$ cat config.mk
export PLATFORM = sky130hd
export DESIGN_NAME = indexed_list_insert_delete
export DESIGN_NICKNAME = d
export VERILOG_FILES = /design/src/hdl/ilid_pkg.sv /design/src/hdl/ilid_ctrl.sv /design/src/hdl/ilid_datapath.sv /design/src/hdl/indexed_list_insert_delete.sv
export SDC_FILE = /design/constraint.sdc
export NUM_CORES = 1
export LEC_CHECK = 0
export ABC_AREA = 0
export ABC_CLOCK_PERIOD_IN_PS = 8750
export CORE_MARGIN = 5
export CORE_UTILIZATION = 35
export DETAILED_ROUTE_END_ITERATION = 12
export DONT_BUFFER_PORTS = 1
export GPL_TIMING_DRIVEN = 0
export PLACE_DENSITY = 0.48
export SYNTH_ARGS = -nofsm -noshare
export SYNTH_HDL_FRONTEND = slang
export SYNTH_HIERARCHICAL = 1
export SYNTH_SLANG_ARGS = --single-unit
export TNS_END_PERCENT = 50
$ cat constraint.sdc
create_clock -name clk -period 8.75 [get_ports clk]
set_clock_uncertainty 0.15 [all_clocks]
set_input_delay 0.4375 -clock clk [delete_from_list [all_inputs] [get_ports clk]]
set_output_delay 0.4375 -clock clk [all_outputs]
set_load 0.005 [all_outputs]
$ cat src/hdl/ilid_pkg.sv
// Shared constants, codes and types for the indexed list block.
`timescale 1ns / 1ps

package ilid_pkg;

  localparam int LIST_DEPTH = 16;
  localparam int IDX_W = (LIST_DEPTH > 1) ? $clog2(LIST_DEPTH) : 1;
  localparam int CNT_W = $clog2(LIST_DEPTH + 1);
  localparam int POS_W = 8;
  localparam int CMP_W = (CNT_W > POS_W) ? CNT_W : POS_W;
  localparam int LEN_W = 5;
  localparam int DATA_W = 32;

  typedef enum logic [2:0] {
    OP_READ     = 3'd0,
    OP_INS_HEAD = 3'd1,
    OP_INS_TAIL = 3'd2,
    OP_INS_POS  = 3'd3,
    OP_DELETE   = 3'd4
  } op_t;

  typedef enum logic [1:0] {
    ST_DONE    = 2'd0,
    ST_INVALID = 2'd1,
    ST_FULL    = 2'd2
  } status_t;

  typedef enum logic {
    S_IDLE,
    S_EXEC
  } state_t;

  typedef struct packed {
    logic capture;
    logic execute;
  } ctl_cmd_t;

endpackage

$ cat src/hdl/ilid_ctrl.sv
// Controller state machine: input capture, execute step and output valid.
`timescale 1ns / 1ps

module ilid_ctrl import ilid_pkg::*; (
  input  logic     clk,
  input  logic     rst,
  input  logic     in_valid,
  output logic     in_stall,
  output logic     out_valid,
  input  logic     out_stall,
  output ctl_cmd_t cmd
);

  state_t state, state_next;
  logic   out_valid_next;
  logic   out_free;

  // The output register can take a new result when empty or being emptied.
  assign out_free = !out_valid || !out_stall;

  always_comb begin
    state_next = state;
    case (state)
      S_IDLE: begin
        if (in_valid) state_next = S_EXEC;
      end
      S_EXEC: begin
        if (out_free) state_next = S_IDLE;
      end
      default: state_next = S_IDLE;
    endcase
  end

  always_comb begin
    in_stall    = 1'b1;
    cmd.capture = 1'b0;
    cmd.execute = 1'b0;
    case (state)
      S_IDLE: begin
        in_stall    = 1'b0;
        cmd.capture = in_valid;
      end
      S_EXEC: begin
        cmd.execute = out_free;
      end
      default: begin
        in_stall = 1'b1;
      end
    endcase
  end

  always_comb begin
    out_valid_next = out_valid && out_stall;
    if (cmd.execute) out_valid_next = 1'b1;
  end

  always_ff @(posedge clk) begin
    if (rst) begin
      state     <= S_IDLE;
      out_valid <= 1'b0;
    end else begin
      state     <= state_next;
      out_valid <= out_valid_next;
    end
  end

endmodule

$ cat src/hdl/ilid_datapath.sv
// Datapath: command register, row of list cells, entry count and result register.
`timescale 1ns / 1ps

module ilid_datapath import ilid_pkg::*; (
  input  logic                     clk,
  input  logic                     rst,
  input  ctl_cmd_t                 cmd,
  input  logic [2:0]               operation,
  input  logic [POS_W-1:0]         position,
  input  logic signed [DATA_W-1:0] value,
  output logic signed [DATA_W-1:0] read_value,
  output logic [1:0]               status,
  output logic [LEN_W-1:0]         length
);

  op_t                op_q;
  logic [POS_W-1:0]   position_q;
  logic [DATA_W-1:0]  value_q;

  logic [DATA_W-1:0]  entries   [LIST_DEPTH];
  logic [DATA_W-1:0]  cell_next [LIST_DEPTH];
  logic [CNT_W-1:0]   count;
  logic [CNT_W-1:0]   count_next;

  logic [CMP_W-1:0]   pos_ext;
  logic [CMP_W-1:0]   cnt_ext;
  logic [IDX_W-1:0]   pos_idx;
  logic [IDX_W-1:0]   ins_idx;
  logic               full;
  logic               pos_lt;
  logic               pos_le;
  logic               do_ins;
  logic               do_del;
  logic [DATA_W-1:0]  rd;
  status_t            st;

  always_ff @(posedge clk) begin
    if (cmd.capture) begin
      op_q       <= op_t'(operation);
      position_q <= position;
      value_q    <= value;
    end
  end

  assign pos_ext = CMP_W'(position_q);
  assign cnt_ext = CMP_W'(count);
  assign pos_idx = position_q[IDX_W-1:0];
  assign full    = (count == CNT_W'(LIST_DEPTH));
  assign pos_lt  = (pos_ext < cnt_ext);
  assign pos_le  = (pos_ext <= cnt_ext);

  always_comb begin
    rd      = '0;
    st      = ST_DONE;
    do_ins  = 1'b0;
    do_del  = 1'b0;
    ins_idx = '0;
    case (op_q)
      OP_READ: begin
        if (pos_lt) begin
          rd = entries[pos_idx];
        end else begin
          rd = '1;
          st = ST_INVALID;
        end
      end
      OP_INS_HEAD: begin
        if (full) st = ST_FULL;
        else do_ins = 1'b1;
      end
      OP_INS_TAIL: begin
        if (full) begin
          st = ST_FULL;
        end else begin
          do_ins  = 1'b1;
          ins_idx = count[IDX_W-1:0];
        end
      end
      OP_INS_POS: begin
        // The position check wins over the full check.
        if (!pos_le) begin
          st = ST_INVALID;
        end else if (full) begin
          st = ST_FULL;
        end else begin
          do_ins  = 1'b1;
          ins_idx = pos_idx;
        end
      end
      OP_DELETE: begin
        if (!pos_lt) st = ST_INVALID;
        else do_del = 1'b1;
      end
      default: st = ST_INVALID;
    endcase
  end

  always_comb begin
    count_next = count;
    if (do_ins) count_next = count + CNT_W'(1);
    else if (do_del) count_next = count - CNT_W'(1);
  end

  // Each cell picks its own value, its lower neighbor's, its upper neighbor's or the inserted value.
  always_comb begin
    for (int i = 0; i < LIST_DEPTH; i++) cell_next[i] = entries[i];
    if (do_ins) begin
      for (int i = 1; i < LIST_DEPTH; i++) begin
        if (IDX_W'(i) > ins_idx) cell_next[i] = entries[i-1];
      end
      cell_next[ins_idx] = value_q;
    end else if (do_del) begin
      for (int i = 0; i < LIST_DEPTH - 1; i++) begin
        if (IDX_W'(i) >= pos_idx) cell_next[i] = entries[i+1];
      end
    end
  end

  always_ff @(posedge clk) begin
    if (cmd.execute) entries <= cell_next;
  end

  always_ff @(posedge clk) begin
    if (rst) begin
      count <= '0;
    end else if (cmd.execute) begin
      count <= count_next;
    end
  end

  always_ff @(posedge clk) begin
    if (cmd.execute) begin
      read_value <= rd;
      status     <= st;
      length     <= LEN_W'(count_next);
    end
  end

  a_count_bound: assert property (@(posedge clk) disable iff (rst)
    count <= CNT_W'(LIST_DEPTH))
    else $error("entry count above list depth");

  a_insert_grows: assert property (@(posedge clk) disable iff (rst)
    cmd.execute && do_ins |=> count == $past(count) + CNT_W'(1))
    else $error("insert did not add one entry");

  a_delete_shrinks: assert property (@(posedge clk) disable iff (rst)
    cmd.execute && do_del |=> count == $past(count) - CNT_W'(1))
    else $error("delete did not remove one entry");

  a_refused_holds: assert property (@(posedge clk) disable iff (rst)
    cmd.execute && st != ST_DONE |=> count == $past(count))
    else $error("refused command changed the list length");

endmodule

$ cat src/hdl/indexed_list_insert_delete.sv
// Top level of the indexed list: controller plus datapath.
// Usage:
//   The input channel (in_valid, in_stall) carries one command item made of
//   operation, position and value. The output channel (out_valid, out_stall)
//   returns one result item per command: read_value, status and length.
//   An input item is taken when in_valid is high and in_stall is low.
// Operation:
//   A command is captured in the idle state and executed in the execute
//   state, when every list cell moves at once and the result register is
//   loaded. in_stall stays high in the execute state, so the block takes no
//   new item until the last one has been executed.
// Stalls:
//   The result register holds while out_stall is high. A new item can be
//   captured while a result waits; its execute step waits for the result
//   register to free up, and in_stall stays high meanwhile.
// Reset:
//   rst is synchronous and active high. It empties the list and drops
//   out_valid; the block takes items in the first cycle after reset.
`timescale 1ns / 1ps

module indexed_list_insert_delete import ilid_pkg::*; (
  input  logic                     clk,
  input  logic                     rst,
  input  logic                     in_valid,
  output logic                     in_stall,
  input  logic [2:0]               operation,
  input  logic [POS_W-1:0]         position,
  input  logic signed [DATA_W-1:0] value,
  output logic                     out_valid,
  input  logic                     out_stall,
  output logic signed [DATA_W-1:0] read_value,
  output logic [1:0]               status,
  output logic [LEN_W-1:0]         length
);

  ctl_cmd_t cmd;

  ilid_ctrl u_ctrl (
    .clk       (clk),
    .rst       (rst),
    .in_valid  (in_valid),
    .in_stall  (in_stall),
    .out_valid (out_valid),
    .out_stall (out_stall),
    .cmd       (cmd)
  );

  ilid_datapath u_datapath (
    .clk        (clk),
    .rst        (rst),
    .cmd        (cmd),
    .operation  (operation),
    .position   (position),
    .value      (value),
    .read_value (read_value),
    .status     (status),
    .length     (length)
  );

endmodule
Word-level counts from Yosys, hierarchy flattened
Cells that the tools add are included.

word-level totals
  bits of input ports = 47
  output and inout port bits = 41
  register bits after elaboration = 601

operators by class
  $add $sub $neg = 2
  reduce and logical (&&, ||, !) cells = 40
  $lt $le $gt $ge = 35
  mux-type cells = 76
  equality and inequality tests = 5
  bitwise operators = 3

operator list
  operator              count
  $mux W32              49
  $mux W480             2
  $bwmux W512           1
  $bmux W32 S4          1
  $demux W32 S4         1
  $reduce_and A3 Y1     15
  $gt A4 B4 Y1 const A  8
  $reduce_bool A2 Y1    16
  $ge A4 B4 Y1 const A  7
  $ge A3 B4 Y1 const A  4
  $gt A3 B4 Y1 const A  4
  $mux W4               3
  $mux W1               11
  $ge A5 B5 Y1 const B  2
  $mux W5               2
  $not A4 Y5            2
  $ge A1 B4 Y1 const A  2
  $ge A2 B4 Y1 const A  2
  $gt A2 B4 Y1 const A  2
  $le A8 B5 Y1          1
  $lt A8 B5 Y1          1
  $pmux W4 S2           1
  $eq A3 B2 Y1 const B  2
  $pmux W2 S3           1
  16 further kinds      21

Longest topological paths before layout
  depth in word-level cells = 11
  depth in mapped cells = 17
  depth with buffers taken out = 9

Modules after synthesis
The synthesis kept the hierarchy.

modules (own cells, without submodules)
  module         area each (um2)  instances  cells each
  ilid_datapath  32212.1          1          2670
  ilid_ctrl      92.6             1          9

Worst setup path before layout
No wires, ideal clock.

  kind = reg-to-reg
  start point = register u_datapath.position_q[0], in the netlist u_datapath/pos_ext[0]
  end point = register u_datapath/entries[448] (netlist bit) (enable)
  cell stages (with the launch flop) = 16
  required time = 8.099 ns
  path buffers = 7
  arrival time = 6.542 ns
  period minus slack after synthesis = 7.193 ns
  path slack = 1.557 ns
  cells stage by stage = edfxtp_1 clkbuf_1 buf_2 clkbuf_1 clkbuf_1 inv_1 ha_1 nand4_1 mux2i_1 a31o_2 buf_2 a32o_1 clkbuf_1 clkbuf_1 o21ai_1 nor4_1

on the way
  word-level cells in the longest chain between the ends = 5
  elaborated cells between the ends (all ways) = 10
  those cells by class = order compare: 3; mux: 4; reduce/logical: 3

RTL lines
  element                                              RTL line                                  text
  from (decl)                                          ilid_datapath.sv:17                       logic [POS_W-1:0] position_q;
  from (signal assigned)                               ilid_datapath.sv:40                       position_q <= position;
  $le A8 B5 Y1 / $lt A8 B5 Y1 (equally long branches)  ilid_datapath.sv:50, ilid_datapath.sv:49
  $mux W1 (on tied branches)                           ilid_datapath.sv:81, ilid_datapath.sv:91
  $pmux W1 S2 / $mux W1 (equally long branches)        ilid_datapath.sv:58                       case (op_q)
  $reduce_bool A2 Y1 (no line)                         --
  $reduce_and A3 Y1 (no line) *                        --
  to (signal assigned)                                 ilid_datapath.sv:120                      if (cmd.execute) entries <= cell_next;
  to (decl)                                            ilid_datapath.sv:20                       logic [DATA_W-1:0] entries [LIST_DEPTH];

Every way passes the cells marked *; elsewhere a longest branch is shown, timed or not.
A chain may end at the register's enable or synchronous reset.

Worst setup path in the final report
  start point = register u_datapath.position_q[0], in the netlist u_datapath/pos_ext[0]
  end point = register u_datapath/entries[496] (netlist bit) (enable)

The elaborated chain is that of the path after synthesis.

==> impl_results.md <==
* Outcome: finished, violations left
* Violations in the final reports: capacitance limit, slew limit
* Final TNS setup at 0 ns
* DR iter-0 viols at about 4,000
* Peak fanout along the critical path at 19
* Largest delay share family, worst path: buffers and inverters
* Kind of end point of the critical path: flop
* Arrival @ worst endpoint at about 8.3 ns
* M2 GR Usage at 0.471
* Number of cells produced by synthesis at ~2,700
* Required time of the critical path at about 8.9 ns
* Critical path's largest stage delay at 0.86 ns
* Pins Over Slew Limit at 11
* Final worst setup slack at roughly 0.60 ns
* Cells along the critical path: clkbuf_1 -> buf_2 -> clkbuf_1 -> inv_1 -> ha_1 -> nand4_1 -> mux2i_1 -> a31o_2 -> buf_2 -> a32o_1 -> clkbuf_1 -> clkbuf_1 -> o21ai_1 -> clkbuf_1 -> nor3_2 -> buf_6 -> buf_4
* Post-detailed-route wirelength per cell at 37.3 µm
* Number of warnings printed during yosys synthesis at 6
* Areal power density over the cells at ~190 nW/µm²
* Clock tree from TritonCTS: done
* Slew headroom at -0.0421
* Biggest area contributors in the synthesized netlist: edfxtp_1 55%, mux4_2 11%, nor2_1 4.6%, a221oi_1 4.4%, nand2_1 4.2%
* Dominant combinational cell family by area after synthesis: compound AO/OA/AOI/OAI gates
* Core region area at 91,700 µm²
* Post-detailed-placement half-perimeter wirelength at around 110 mm
* Most congested layer reported by global routing: met2
* Post-Synth XOR/XNOR Area at 0.00136
* Global-route wire length before repair at around 210 mm
* Number of enable-type register cells in the synthesized netlist at around 600
* Overall routed net length at around 150 mm
* Fraction of final layout cells sized beyond drive strength 1 at 0.140
* Number of non-filler instances in the completed layout at approximately 4,100
* Mapped Nets at 2,734
* Count of maximum capacitance violations at 1
* Antenna Nets Post-Route at 0
* Maximum VDD drop at around 110 µV
* Worst min-delay path category: in -> reg
* # rows at around 110
* Start-to-end type of the worst setup path: reg -> reg
* Overall die height at ~310 µm
* Most common cell after layout, fill and taps aside: edfxtp_1
* Filler cell count in the final layout at around 8,700
* Setup WS pre-CTS at between 0.2 and 0.3 ns
* Synthesized-area fraction occupied by and/or/nand/nor cells at 0.115
* Via/cell ratio at approximately 6.7
* Number of global-route vias before repair at around 28,000
* Most area-hungry cell type in the Yosys netlist: edfxtp_1
* Most Frequent Cell on Critical Path: clkbuf_1
* Buffers inserted during post-CTS setup optimization at 0
* Maximum achievable frequency at between 100 and 150 MHz
* Setup-violating endpoint count in the final report at 0
* Source-to-sink clock delay at the later pin of the worst-skew pair at 0.63 ns
* Boundary Pins at 88
* Startpoint Class: flop
* Post-synth design cell area at roughly 32,000 µm²
* Share of the cycle needed by the critical path after routing at 0.931
* Register-to-register setup slack at approximately 0.60 ns
* Total of flip-flops plus latches after synthesis at about 600
* Largest net degree at the start of global routing at 27
* Deepest clock path buffer count at 3
* Number of detailed-routing iterations run before antenna repair at 8
* Clock Sinks at around 600
* Num CTS Buffers at between 70 and 80
* Post-synthesis compound-gate area fraction at 0.155
* P_leak at 12.6 nW
* Critical-path top delay cell: clkbuf_1
* Average instance area after synthesis at approximately 12 µm²
* Unrepaired setup endpoints after global routing: false
* Initial Utilization at 0.352
* Most used cells in the layout excluding fill and tap cells: 594 x edfxtp_1, 396 x nor2_1, 361 x nand2_1
* Initial antenna violation count at 2
* Instance count after placement with tap cells included at slightly below 4,000
* DRC errors left at 0
* Placer's final routability congestion estimate at between 0.9 and 1
* Tightest Pin Transition at between 1.5 and 2 ns
* Number of unique standard cell types used by synthesis at 60
* Total Nets Final at 2,917
* Post-synthesis async set-or-reset flop share at 0
* Worst path bufs/invs at 10
* Overall die area at ~98,000 µm²
* Reg clk slew, reported paths at around 0.060 ns
* Clk Tree Root Cell: clkbuf_16
* Post-synthesis to final-layout area growth at 16.2%
* Routing usage on met1 at 0.378
* Fraction of the yosys area taken by sequential cells at 0.556
* Tot GR Track Use at 0.301
* Share of the synthesized area in the top cell type at 0.552
* Total number of vias at between 20,000 and 30,000
* Port-buffer cells at 0
* Main synth FF type: edfxtp_1
* Global Route met3 Usage at 0.102
* Share of cell area taken by muxes after synthesis at 0.133
* Number of levels in the clock H-tree at 3
* Die Width at between 300 and 400 µm
* Residual overflow from global routing at 0
* Post-synthesis share of cell area spent on full adders, half adders and majority gates at 0.00310
* Time the final worst path needs with I/O delays and setup at about 8.1 ns
* Final Hold Viols at 0
power breakdown:
group | total [W] | internal [W] | leakage (nW) | switching, W
Sequential | 0.00333 | 0.00326 | 5.46 | 0.0000607
Combinational | 0.000911 | 0.000290 | 5.98 | 0.000621
Clock | 0.00302 | 0.00172 | 1.12 | 0.00129
path summary, 6_finish.rpt:
kind | start | endpoint | cells past startpoint
worst max-delay path | u_datapath/pos_ext[0] | u_datapath/entries[496] | 17
worst min-delay path | value[18] | u_datapath/value_q[18] | 1
worst max register to register | u_datapath/pos_ext[0] | u_datapath/entries[496] | 17
worst min register to register | u_datapath/entries[54] | u_datapath/entries[86] | 2
Yosys cell counts (all sizes together), types with 3 or more instances:
master and count:
a31oi 3, clkbuf 256, o21a 37, a221o 101
mux4 160, edfxtp 594, a211oi 3, and3 50
a21oi 18, o211ai 56, nor3 29, mux2 33
or3 4, a22oi 74, a221oi 162, dfxtp 7
nor2 399, nand3 43, or2 3, buf 31
o2111ai 19, nor4 5, nand2 361, inv 9
ha 8, mux2i 33, a32oi 34, o21ai 114
xnor2 5
sequential cells by signal (all words and copies together) (netlist names):
name and cells:
u_ctrl/out_valid 1, u_ctrl/state 1, u_datapath/count 5, u_datapath/entries 512
u_datapath/length 5, u_datapath/op_q 3, u_datapath/pos_ext 8, u_datapath/read_value 32
u_datapath/status 2, u_datapath/value_q 32
area by class of cell:
class	count	area [µm²]	area share
buffer	286	1110	0.0295
antenna	2	5.00	0.000133
sequential	601	18000	0.479
timing repair buffer	108	1250	0.0333
multi-input combinational	1782	13400	0.356
inverter	9	33.8	0.000900
clock buffer	90	1930	0.0515
tap	1186	1480	0.0395
clock inverter	40	363	0.00967
through the flow:
stage          hold WS [ns]   util  cell area [µm²]  power [W]
2_1_floorplan         0.331      -            32300    0.00385
3_3_place_gp          0.347  0.369            33800    0.00421
3_5_place_dp          0.356  0.379            34700    0.00424
4_1_cts               0.251  0.409            37500    0.00726
5_1_grt               0.273  0.409            37500    0.00745
6_report              0.281  0.409            37500    0.00725
kinds of logic after synthesis:
| logic type | count (synthesis) |
|---|---|
| and+or+nand+nor | 904 |
| DFF | 601 |
| adders and majority gates | 8 |
| muxes | 226 |
| xor gates and xnor gates | 5 |
| AOI/OAI and AO/OA | 639 |
| buffers and inverters | 296 |
timing repair:
item,4_1_cts,5_1_grt
setup endpoints to repair,0,59
hold buffers,47,0
endpoints found under the hold margin,57,0
gates resized for setup,0,3
per-layer routing:
layer	up-vias	share of wire	wire, µm
li1	10994	-	-
met1	13892	0.37	56700
met2	2221	0.45	68600
met3	462	0.13	19500
met4	2	0.053	8160
met5	-	0.00076	117
(Power assumes the default switching activity.)
